[src/rtl/core/wsd_pkg.sv]
package wsd_pkg;

  // Parser phases, one-hot
  typedef enum logic [4:0] {
    PH_HDR0    = 5'b00001,
    PH_HDR1    = 5'b00010,
    PH_EXTLEN  = 5'b00100,
    PH_MASK    = 5'b01000,
    PH_PAYLOAD = 5'b10000
  } phase_t;

  localparam int unsigned BYTE_W     = 8;
  localparam int unsigned LEN_W      = 64;
  localparam int unsigned KEY_W      = 32;
  localparam int unsigned CNT_W      = 4;

  localparam logic [6:0]       LEN7_EXT16 = 7'd126;
  localparam logic [6:0]       LEN7_EXT64 = 7'd127;
  localparam logic [CNT_W-1:0] EXT16_BYTES = 4'd2;
  localparam logic [CNT_W-1:0] EXT64_BYTES = 4'd8;
  localparam logic [CNT_W-1:0] KEY_BYTES   = 4'd4;

  typedef struct packed {
    logic [BYTE_W-1:0] payload_byte;
    logic              last_of_frame;
    logic              empty_frame;
  } res_t;

endpackage

[src/rtl/core/wsd_if.sv]
interface wsd_in_if;
  import wsd_pkg::*;

  logic              valid;
  logic              ready;
  logic [BYTE_W-1:0] rx_byte;

  modport source (output valid, output rx_byte, input ready);
  modport sink   (input valid, input rx_byte, output ready);
endinterface

interface wsd_out_if;
  import wsd_pkg::*;

  logic              valid;
  logic              ready;
  logic [BYTE_W-1:0] payload_byte;
  logic              last_of_frame;
  logic              empty_frame;

  modport source (output valid, output payload_byte, output last_of_frame,
                  output empty_frame, input ready);
  modport sink   (input valid, input payload_byte, input last_of_frame,
                  input empty_frame, output ready);
endinterface

[src/rtl/core/wsd_parse.sv]
module wsd_parse (
  input  logic                      clk,
  input  logic                      rst_n,
  input  logic                      take,
  input  logic [wsd_pkg::BYTE_W-1:0] rx_byte,
  output logic                      res_valid,
  output wsd_pkg::res_t             res
);
  import wsd_pkg::*;

  phase_t             phase_r, phase_nxt;
  logic [CNT_W-1:0]   cnt_r, cnt_nxt;
  logic [LEN_W-1:0]   remain_r, remain_nxt;
  logic [KEY_W-1:0]   key_r, key_nxt;
  logic               mask_on_r, mask_on_nxt;
  logic [1:0]         idx_r, idx_nxt;

  logic               len_done;
  logic               hdr_done;
  logic [BYTE_W-1:0]  key_byte;
  logic [CNT_W-1:0]   cnt_dec;

  assign cnt_dec = cnt_r - 1'b1;

  always_comb begin
    case (idx_r)
      2'd0:    key_byte = key_r[31:24];
      2'd1:    key_byte = key_r[23:16];
      2'd2:    key_byte = key_r[15:8];
      default: key_byte = key_r[7:0];
    endcase
  end

  always_comb begin
    phase_nxt   = phase_r;
    cnt_nxt     = cnt_r;
    remain_nxt  = remain_r;
    key_nxt     = key_r;
    mask_on_nxt = mask_on_r;
    idx_nxt     = idx_r;
    len_done    = 1'b0;
    hdr_done    = 1'b0;
    res_valid   = 1'b0;
    res         = '0;

    if (take) begin
      unique case (phase_r)
        PH_HDR1: begin
          mask_on_nxt = rx_byte[7];
          remain_nxt  = '0;
          if (rx_byte[6:0] == LEN7_EXT16) begin
            phase_nxt = PH_EXTLEN;
            cnt_nxt   = EXT16_BYTES;
          end else if (rx_byte[6:0] == LEN7_EXT64) begin
            phase_nxt = PH_EXTLEN;
            cnt_nxt   = EXT64_BYTES;
          end else begin
            remain_nxt = {{(LEN_W-7){1'b0}}, rx_byte[6:0]};
            len_done   = 1'b1;
          end
        end
        PH_EXTLEN: begin
          remain_nxt = {remain_r[LEN_W-BYTE_W-1:0], rx_byte};
          cnt_nxt    = cnt_dec;
          len_done   = (cnt_dec == '0);
        end
        PH_MASK: begin
          key_nxt  = {key_r[KEY_W-BYTE_W-1:0], rx_byte};
          cnt_nxt  = cnt_dec;
          hdr_done = (cnt_dec == '0);
        end
        PH_PAYLOAD: begin
          idx_nxt    = idx_r + 1'b1;
          remain_nxt = remain_r - 1'b1;
          res_valid  = 1'b1;
          res.payload_byte  = mask_on_r ? (rx_byte ^ key_byte) : rx_byte;
          res.last_of_frame = (remain_r == {{(LEN_W-1){1'b0}}, 1'b1});
          res.empty_frame   = 1'b0;
          if (res.last_of_frame) phase_nxt = PH_HDR0;
        end
        default: begin
          // first header byte: FIN and opcode dropped
          phase_nxt = PH_HDR1;
          cnt_nxt   = '0;
        end
      endcase

      if (len_done) begin
        if (mask_on_nxt) begin
          phase_nxt = PH_MASK;
          cnt_nxt   = KEY_BYTES;
          key_nxt   = '0;
        end else begin
          hdr_done = 1'b1;
        end
      end

      if (hdr_done) begin
        idx_nxt = '0;
        if (remain_nxt == '0) begin
          phase_nxt         = PH_HDR0;
          res_valid         = 1'b1;
          res.payload_byte  = '0;
          res.last_of_frame = 1'b1;
          res.empty_frame   = 1'b1;
        end else begin
          phase_nxt = PH_PAYLOAD;
        end
      end
    end
  end

  always_ff @(posedge clk) begin
    if (!rst_n) begin
      phase_r   <= PH_HDR0;
      cnt_r     <= '0;
      mask_on_r <= 1'b0;
      idx_r     <= '0;
    end else begin
      phase_r   <= phase_nxt;
      cnt_r     <= cnt_nxt;
      mask_on_r <= mask_on_nxt;
      idx_r     <= idx_nxt;
    end
  end

  // length and key are always reloaded before use
  always_ff @(posedge clk) begin
    remain_r <= remain_nxt;
    key_r    <= key_nxt;
  end

endmodule

[src/rtl/core/websocket_frame_deframer.sv]
// Channel   | Dir | Payload                                        | Handshake
// in_chan   | in  | rx_byte[7:0]                                   | valid/ready
// out_chan  | out | payload_byte[7:0], last_of_frame, empty_frame  | valid/ready
//
// One byte per clock sustained while out_chan accepts; each byte is parsed in the
// cycle it is taken and its result (if any) is registered in the output register or,
// while the output stalls, in the skid. Synchronous active-low reset returns the
// parser to the first header byte. A skid register behind the output register holds
// one more result during an output stall; in_chan.ready drops only while the skid holds an item.
module websocket_frame_deframer (
  input  logic       clk,
  input  logic       rst_n,
  wsd_in_if.sink     in_chan,
  wsd_out_if.source  out_chan
);
  import wsd_pkg::*;

  logic  take;
  logic  res_valid;
  res_t  res;

  // output register and skid stage
  logic  out_v_r, out_v_nxt;
  res_t  out_r, out_nxt;
  logic  skid_v_r, skid_v_nxt;
  res_t  skid_r, skid_nxt;
  logic  out_pop;

  assign in_chan.ready = !skid_v_r;
  assign take          = in_chan.valid && in_chan.ready;
  assign out_pop       = out_v_r && out_chan.ready;

  wsd_parse u_parse (
    .clk       (clk),
    .rst_n     (rst_n),
    .take      (take),
    .rx_byte   (in_chan.rx_byte),
    .res_valid (res_valid),
    .res       (res)
  );

  always_comb begin
    out_v_nxt  = out_v_r;
    out_nxt    = out_r;
    skid_v_nxt = skid_v_r;
    skid_nxt   = skid_r;
    if (skid_v_r) begin
      // input is held off; drain skid into output
      if (out_pop) begin
        out_nxt    = skid_r;
        skid_v_nxt = 1'b0;
      end
    end else if (res_valid) begin
      if (!out_v_r || out_pop) begin
        out_nxt   = res;
        out_v_nxt = 1'b1;
      end else begin
        skid_nxt   = res;
        skid_v_nxt = 1'b1;
      end
    end else if (out_pop) begin
      out_v_nxt = 1'b0;
    end
  end

  always_ff @(posedge clk) begin
    if (!rst_n) begin
      out_v_r  <= 1'b0;
      skid_v_r <= 1'b0;
    end else begin
      out_v_r  <= out_v_nxt;
      skid_v_r <= skid_v_nxt;
    end
  end

  always_ff @(posedge clk) begin
    out_r  <= out_nxt;
    skid_r <= skid_nxt;
  end

  assign out_chan.valid         = out_v_r;
  assign out_chan.payload_byte  = out_r.payload_byte;
  assign out_chan.last_of_frame = out_r.last_of_frame;
  assign out_chan.empty_frame   = out_r.empty_frame;

endmodule
[src/flat_wrapper.sv]
// flat-port wrapper written by rule: the top's interface ports become plain ports
module websocket_frame_deframer_flat import wsd_pkg::*;
  (clk, rst_n, in_chan_valid, in_chan_rx_byte, in_chan_ready, out_chan_valid, out_chan_payload_byte, out_chan_last_of_frame, out_chan_empty_frame, out_chan_ready);
  wsd_in_if in_chan_i ();
  wsd_out_if out_chan_i ();
  input  logic clk;
  input  logic rst_n;
  input wire logic [$bits(in_chan_i.valid)-1:0] in_chan_valid;
  input wire logic [$bits(in_chan_i.rx_byte)-1:0] in_chan_rx_byte;
  output wire logic [$bits(in_chan_i.ready)-1:0] in_chan_ready;
  output wire logic [$bits(out_chan_i.valid)-1:0] out_chan_valid;
  output wire logic [$bits(out_chan_i.payload_byte)-1:0] out_chan_payload_byte;
  output wire logic [$bits(out_chan_i.last_of_frame)-1:0] out_chan_last_of_frame;
  output wire logic [$bits(out_chan_i.empty_frame)-1:0] out_chan_empty_frame;
  input wire logic [$bits(out_chan_i.ready)-1:0] out_chan_ready;
  assign in_chan_i.valid = in_chan_valid;
  assign in_chan_i.rx_byte = in_chan_rx_byte;
  assign in_chan_ready = in_chan_i.ready;
  assign out_chan_valid = out_chan_i.valid;
  assign out_chan_payload_byte = out_chan_i.payload_byte;
  assign out_chan_last_of_frame = out_chan_i.last_of_frame;
  assign out_chan_empty_frame = out_chan_i.empty_frame;
  assign out_chan_i.ready = out_chan_ready;
  websocket_frame_deframer u_core (.clk(clk), .rst_n(rst_n), .in_chan(in_chan_i), .out_chan(out_chan_i));
endmodule
[config.mk]
export PLATFORM = sky130hd
export DESIGN_NAME = websocket_frame_deframer_flat
export DESIGN_NICKNAME = d
export VERILOG_FILES = /design/src/rtl/core/wsd_pkg.sv /design/src/rtl/core/wsd_if.sv /design/src/rtl/core/wsd_parse.sv /design/src/rtl/core/websocket_frame_deframer.sv /design/src/flat_wrapper.sv
export SDC_FILE = /design/constraint.sdc
export NUM_CORES = 1
export LEC_CHECK = 0
export BUFFER_PORTS_ARGS = -buffer_cell sky130_fd_sc_hd__buf_2
export CAP_MARGIN = 40
export CORE_ASPECT_RATIO = 1.75
export CORE_MARGIN = 8
export CORE_UTILIZATION = 30
export CTS_CLUSTER_SIZE = 24
export DETAILED_ROUTE_END_ITERATION = 7
export GPL_ROUTABILITY_DRIVEN = 0
export PLACE_DENSITY = 0.44
export SYNTH_ARGS = -nofsm -noshare
export SYNTH_HDL_FRONTEND = slang
export SYNTH_HIERARCHICAL = 1
export SYNTH_SLANG_ARGS = --single-unit
[constraint.sdc]
create_clock -name clk -period 5.09 [get_ports clk]
set_input_delay 1.527 -clock clk [delete_from_list [all_inputs] [get_ports clk]]
set_output_delay 1.527 -clock clk [all_outputs]
set_load 0.01 [all_outputs]
Word level (Yosys, flattened, before mapping)
Cells that the tools add are included.
{"block": "word_totals", "reg_bits": 130, "latchBits": 0, "ram_bits": 0, "romBits": 0, "output_inout_bits": 12, "elab_cells": 101, "mem_count": 0}
{"block": "classes", "addsub": 3, "multipliers": 0, "div_mod_pow": 0, "magnitude_cmp": 0, "n_eq_ne": 11, "n_shift": 0, "mux": 53, "bitwise_logic": 3, "n_reduce_logical": 17}
{"operator": "64-bit one-hot mux with 3 select lines", "count": 1}
{"operator": "32-bit two-way mux", "count": 3}
{"operator": "10-bit two-way mux", "count": 8}
{"operator": "64-bit by 1-bit == test with 1-bit output, second input constant", "count": 1}
{"operator": "64-bit logical NOT", "count": 1}
{"operator": "64-bit two-way mux", "count": 1}
{"operator": "64-bit by 1-bit subtractor with 64-bit output, second input constant", "count": 1}
{"operator": "5-bit two-way mux", "count": 7}
{"operator": "8-bit one-hot mux with 3 select lines", "count": 1}
{"operator": "1-bit two-way mux", "count": 20}
{"operator": "4-bit two-way mux", "count": 4}
{"operator": "5-bit one-hot mux with 3 select lines", "count": 1}
{"operator": "7-bit == test, second input constant", "count": 2}
{"operator": "7-bit two-way mux", "count": 2}
{"operator": "4-bit one-hot mux with 3 select lines", "count": 1}
{"operator": "3-bit AND reduction", "count": 3}
{"operator": "8-bit two-way mux", "count": 1}
{"operator": "2-bit nonzero test", "count": 4}
{"operator": "8-bit bitwise XOR", "count": 1}
{"operator": "5-bit by 2-bit == test with 1-bit output, second input constant", "count": 1}
{"operator": "5-bit by 3-bit == test with 1-bit output, second input constant", "count": 1}
{"operator": "5-bit by 4-bit == test with 1-bit output, second input constant", "count": 1}
{"operator": "5-bit == test, second input constant", "count": 1}
{"operator": "4-bit logical NOT", "count": 1}
{"operator": "14 further kinds", "count": 19}

Longest topological paths before layout
{"block": "logic_depth", "word_depth": 12, "depth_mapped": 16}

Cells and area by module
Netlist, hierarchy kept.
{"mod": "wsd_parse", "n_inst": 1, "cells_per_inst": 938, "area_each_um2": 7930.1}
{"mod": "websocket_frame_deframer", "n_inst": 1, "cells_per_inst": 47, "area_each_um2": 888.4}

Worst setup path before layout
No wires, ideal clock.
{"block": "synth_path", "kind": "input-to-reg", "start": "input in_chan_valid", "end": "register u_core.out_r (netlist bit u_core/out_chan.empty_frame), enable pin", "setup_ns": 0.380, "arrival_ns": 4.216, "slack_ns": 0.494, "path_stages": 6, "path_buffers": 0, "path_cell_list": "and2b_2 > inv_1 > nor3_2 > a21o_1 > mux2i_1 > a21oi_1"}
{"block": "synth_between", "elab_chain_cells": 4}
{"item": "from (decl)", "line_no": "flat_wrapper.sv:8", "text": "input wire logic [$bits(in_chan_i.valid)-1:0] in_chan_valid;"}
{"item": "1-bit logical AND", "line_no": "websocket_frame_deframer.sv:30", "text": "assign take = in_chan.valid && in_chan.ready;"}
{"item": "1-bit two-way mux", "line_no": "wsd_parse.sv:46", "text": "if (take) begin"}
{"item": "via u_core.res_valid", "line_no": "websocket_frame_deframer.sv:19", "text": "logic res_valid;"}
{"item": "2-bit nonzero test (no line)"}
{"item": "3-bit AND reduction (no line)"}
{"item": "to (signal assigned)", "line_no": "websocket_frame_deframer.sv:77", "text": "out_r <= out_nxt;"}
{"item": "to (decl)", "line_no": "websocket_frame_deframer.sv:24", "text": "res_t out_r, out_nxt;"}
The timed path passes the listed nets, and every way through them passes these cells.
A chain may end at the register's enable or synchronous reset.

Worst setup path after layout
{"block": "layout_path", "start": "register u_core.u_parse.remain_r[0]", "end": "register u_core.out_r (netlist bit u_core/out_chan.payload_byte[7]), enable pin"}
{"block": "layout_between", "elab_chain_cells": 9}
{"item": "from (decl)", "line_no": "wsd_parse.sv:13", "text": "logic [LEN_W-1:0] remain_r, remain_nxt;"}
{"item": "from (signal assigned)", "line_no": "wsd_parse.sv:129", "text": "remain_r <= remain_nxt;"}
{"item": "64-bit by 1-bit subtractor with 64-bit output", "line_no": "wsd_parse.sv:74", "text": "remain_nxt = remain_r - 1'b1;"}
{"item": "64-bit one-hot mux with 3 select lines (*)", "line_no": "wsd_parse.sv:47", "text": "unique case (phase_r)"}
{"item": "64-bit two-way mux (*)", "line_no": "wsd_parse.sv:46"}
{"item": "64-bit logical NOT (*)", "line_no": "wsd_parse.sv:100", "text": "if (remain_nxt == '0) begin"}
{"item": "1-bit two-way mux (*)", "line_no": "wsd_parse.sv:100"}
{"item": "1-bit two-way mux (*)", "line_no": "wsd_parse.sv:98", "text": "if (hdr_done) begin"}
{"item": "1-bit two-way mux (*)", "line_no": "wsd_parse.sv:46"}
{"item": "via u_core.res_valid", "line_no": "websocket_frame_deframer.sv:19"}
{"item": "2-bit nonzero test (no line) (*)"}
{"item": "3-bit AND reduction (no line) (*)"}
Mark *: on every way through the listed nets, which the timed path passes. The rest lies on a longest branch. The select of a mux whose other input is x is not followed.

==> impl_metrics.yaml <==
yosys:
  synth_top_cell_area_share: 0.3950
  synth_cell_types: 77
  synth_commonest_cells: "163 x nand2_1, 116 x edfxtp_1, 66 x nor2_1"
  synth.top_cells.by_area: "edfxtp_1 40%, nand2_1 6.9%, nor4_1 3.3%"
  seq_area_frac_synth: 0.4268
  async_reset_ff_frac: 0
  yosysTopAreaCell: "edfxtp_1"
  syn_inst: 985
  ys_seq_elements: 130
  yosysMostFrequentCell: "nand2_1"
  syn_area_um2: 8818
  syn_avg_cell_area_um2: 8.953
  synth_ff_type: "edfxtp_1"
  synth_edf_count: 116
  yosys_warnings: 6
  syn-num-nets: 1005
setup_path:
  cpMaxStageDelayCell: "or4_1"
  startpoint_type: "flip-flop"
  r2r_cells: 13
  cpPeakStageDelay_ns: 0.75
  arrival_ns: 4.98
  required_ns: 5.24
  crit_type: "flip-flop to flip-flop"
  r2r-end: "u_core/out_chan.payload_byte[7]"
  cp-end-kind: "flip-flop"
  rrSetupSlack_ns: 0.27
  cp_cell_sequence: "or4_1 > or3_4 > o311a_1 > a211oi_1 > nand4_1 > or4_1 > nor4_1 > nand4_1 > nor3_2 > a21o_1 > mux2i_1 > a21oi_1 > buf_4"
  worst-path-max-fanout: 10
  r2r-start: "u_core/u_parse/remain_r[0]"
status:
  status: "complete, no violations"
sta:
  timing.fmax_mhz: 207.3
  rsz0062_at_grt: "false"
  skew_ns: 0.009548
  worstMarginPinSlew_ns: 0.7853
  fin_setup_tns_ns: 0
  slew_viol_final: 0
  fin_crit_sh: 0.9475
  finalSetupViolCount: 0
  maxSlewHeadroom: 0.4765
  hold_viol: 0
  fin_crit_ns: 4.823
route:
  firstDrtPassIters: 6
  route.vias.total: 8501
  via_per_inst: 5.978
  route.detailed.drc: 0
  drt_iter0_drc: 774
  wire_per_inst_um: 25.78
  final_antenna_net_count: 0
  wl_um: 36660
clock_network:
  cts_root_buffer: "clkbuf_16"
  clkLatencyLatePin_ns: 0.45
  cts_tree: "built"
  clockBufferDepth: 2
  postCtsSetupBuffers: 0
  numCtsBuffers: 17
  htreeDepth: 4
  cts.sinks: 130
  clk_pin_slew_ns: 0.06
power_and_ir_drop:
  p_per_area_nw_per_um2: 283.2
  total_power_w: 0.002913
  combPwrFrac: 0.127
  p_seq_frac: 0.455
  p_int_w: 0.002052
  peakVddDrop_uv: 249.0
  switching_share: 0.2957
  power_switching_w: 0.0008614
  clkPwrFrac: 0.418
  leakage_nw: 3.520
cells_and_area:
  final_core_util: 0.3525
  area_growth_syn_to_layout_pct: 16.66
  n_antenna_cell: 0
  final_layout_size_suffix_gt1_frac: 0.1740
  fin_nets: 1047
global_route:
  grt.overflow.total: 0
  grt_max_degree: 54
  track_usage: 0.2070
  grt_pass1_wl_um: 54320
  grt_antenna_before_repair: 0
  first_global_vias: 8381
place:
  portBuffers: 23
  detailed_place_hpwl_um: 27400
floorplan:
  coreArea_um2: 29180
  row_count: 83
  pin_count: 24
  fp.dieW_um: 145.6
  die_h_um: 242.8
  initial_core_util: 0.3022
  dieArea_um2: 35350
hold_path:
  min_to: "u_core/u_parse/phase_r[0]"
  hp-class: "flip-flop to flip-flop"
  worstHoldStart: "u_core/u_parse/phase_r[0]"
  holdPathStages: 2
job:
  drv_cap: 0
-- worst max-delay path: cells and delay by family (launching register included) --
| family | cells | cell delay, ns |
|---|---|---|
| compound gates | 4 | 1.08 |
| buf+inv | 1 | 0.20 |
| simple gates | 7 | 2.65 |
| flops | 1 | 0.51 |
| mux | 1 | 0.08 |
-- cell families after synthesis --
family                     Yosys count  synth area share
xor gates and xnor gates            26           0.02582
muxes                               20           0.02682
adders and majority gates            8           0.01135
DFF                                130            0.4268
AOI/OAI and AO/OA                  224            0.1771
buffers and inverters              110           0.05335
and+or+nand+nor                    467            0.2788
-- final cells by class --
type                            count  area (µm²)
Clock buffer                       18       429.2
Tap cell                          382       478.0
Fill cell                        2999       18890
Inverter                           33       123.9
Multi-Input combinational cell    745        4619
Sequential cell                   130        3764
Timing Repair Buffer              100       732.0
Clock inverter                     14       141.4
-- stage by stage --
stage	hold slack [ns]	cells	area, µm²	setup slack [ns]
2_1_floorplan	0.4891	985	8818	0.4936
3_3_place_gp	0.5168	1387	9674	0.4191
3_5_place_dp	0.5162	1390	9711	0.3293
4_1_cts	0.5251	1422	10280	0.3238
5_1_grt	0.5564	1422	10290	0.08818
6_report	0.5219	1422	10290	0.2670
-- flip-flops by register name, summed over array words and instances (netlist names) --
register,flops
u_core/out_chan.empty_frame,1
u_core/u_parse/cnt_r,4
u_core/skid_r,10
u_core/u_parse/idx_r,2
u_core/u_parse/phase_r,5
u_core/out_chan.valid,1
u_core/u_parse/remain_r,64
u_core/out_chan.last_of_frame,1
u_core/skid_v_r,1
u_core/u_parse/key_r,32
u_core/u_parse/mask_on_r,1
u_core/out_chan.payload_byte,8
-- worst max-delay path by stage --
stage / end / cells past startpoint / start / slack (ns)
final: u_core/out_chan.payload_byte[7] / 13 / u_core/u_parse/remain_r[0] / 0.27
after global routing: u_core/out_chan.empty_frame / 15 / u_core/u_parse/remain_r[0] / 0.09
after CTS: u_core/out_chan.empty_frame / 15 / u_core/u_parse/remain_r[0] / 0.32
after detailed placement: u_core/out_chan.payload_byte[7] / 14 / in_chan_rx_byte[3] / 0.33
after global placement: u_core/out_chan.payload_byte[7] / 15 / u_core/u_parse/remain_r[0] / 0.42
after floorplan: u_core/out_chan.empty_frame / 6 / in_chan_valid / 0.49
-- power groups by stage --
stage / combinational [W] / clock (W) / sequential [W]
final: 0.000370 / 0.00122 / 0.00132
after global routing: 0.000395 / 0.00129 / 0.00133
after CTS: 0.000362 / 0.00125 / 0.00132
after detailed placement: 0.000360 / 0 / 0.00134
after global placement: 0.000362 / 0 / 0.00134
after floorplan: 0.000219 / 0 / 0.00130
-- layout by cell type, fill, tap and decap left out, types with 17 or more instances in the layout --
cell type / instances
a21oi_1: 50
buf_2: 24
buf_4: 72
clkbuf_16: 17
edfxtp_1: 116
inv_1: 33
nand2_1: 162
nand3_1: 31
nand4_1: 22
nor2_1: 62
nor3_1: 28
nor4_1: 47
o21ai_0: 43
or3_1: 18
xor2_1: 17
-- metal layers --
metal	global-route usage	share of wire
met2	0.3808	0.54
met3	0.04005	0.043
met5	0	0
met4	0.1698	0.083
met1	0.1959	0.34
-- what timing repair did --
action	in CTS	in global routing
resized for setup	0	1
hold buffers	0	0
setup endpoints to repair	0	1
endpoints found under the hold margin	0	0
Note: power is estimated with default switching activity, not from simulation.
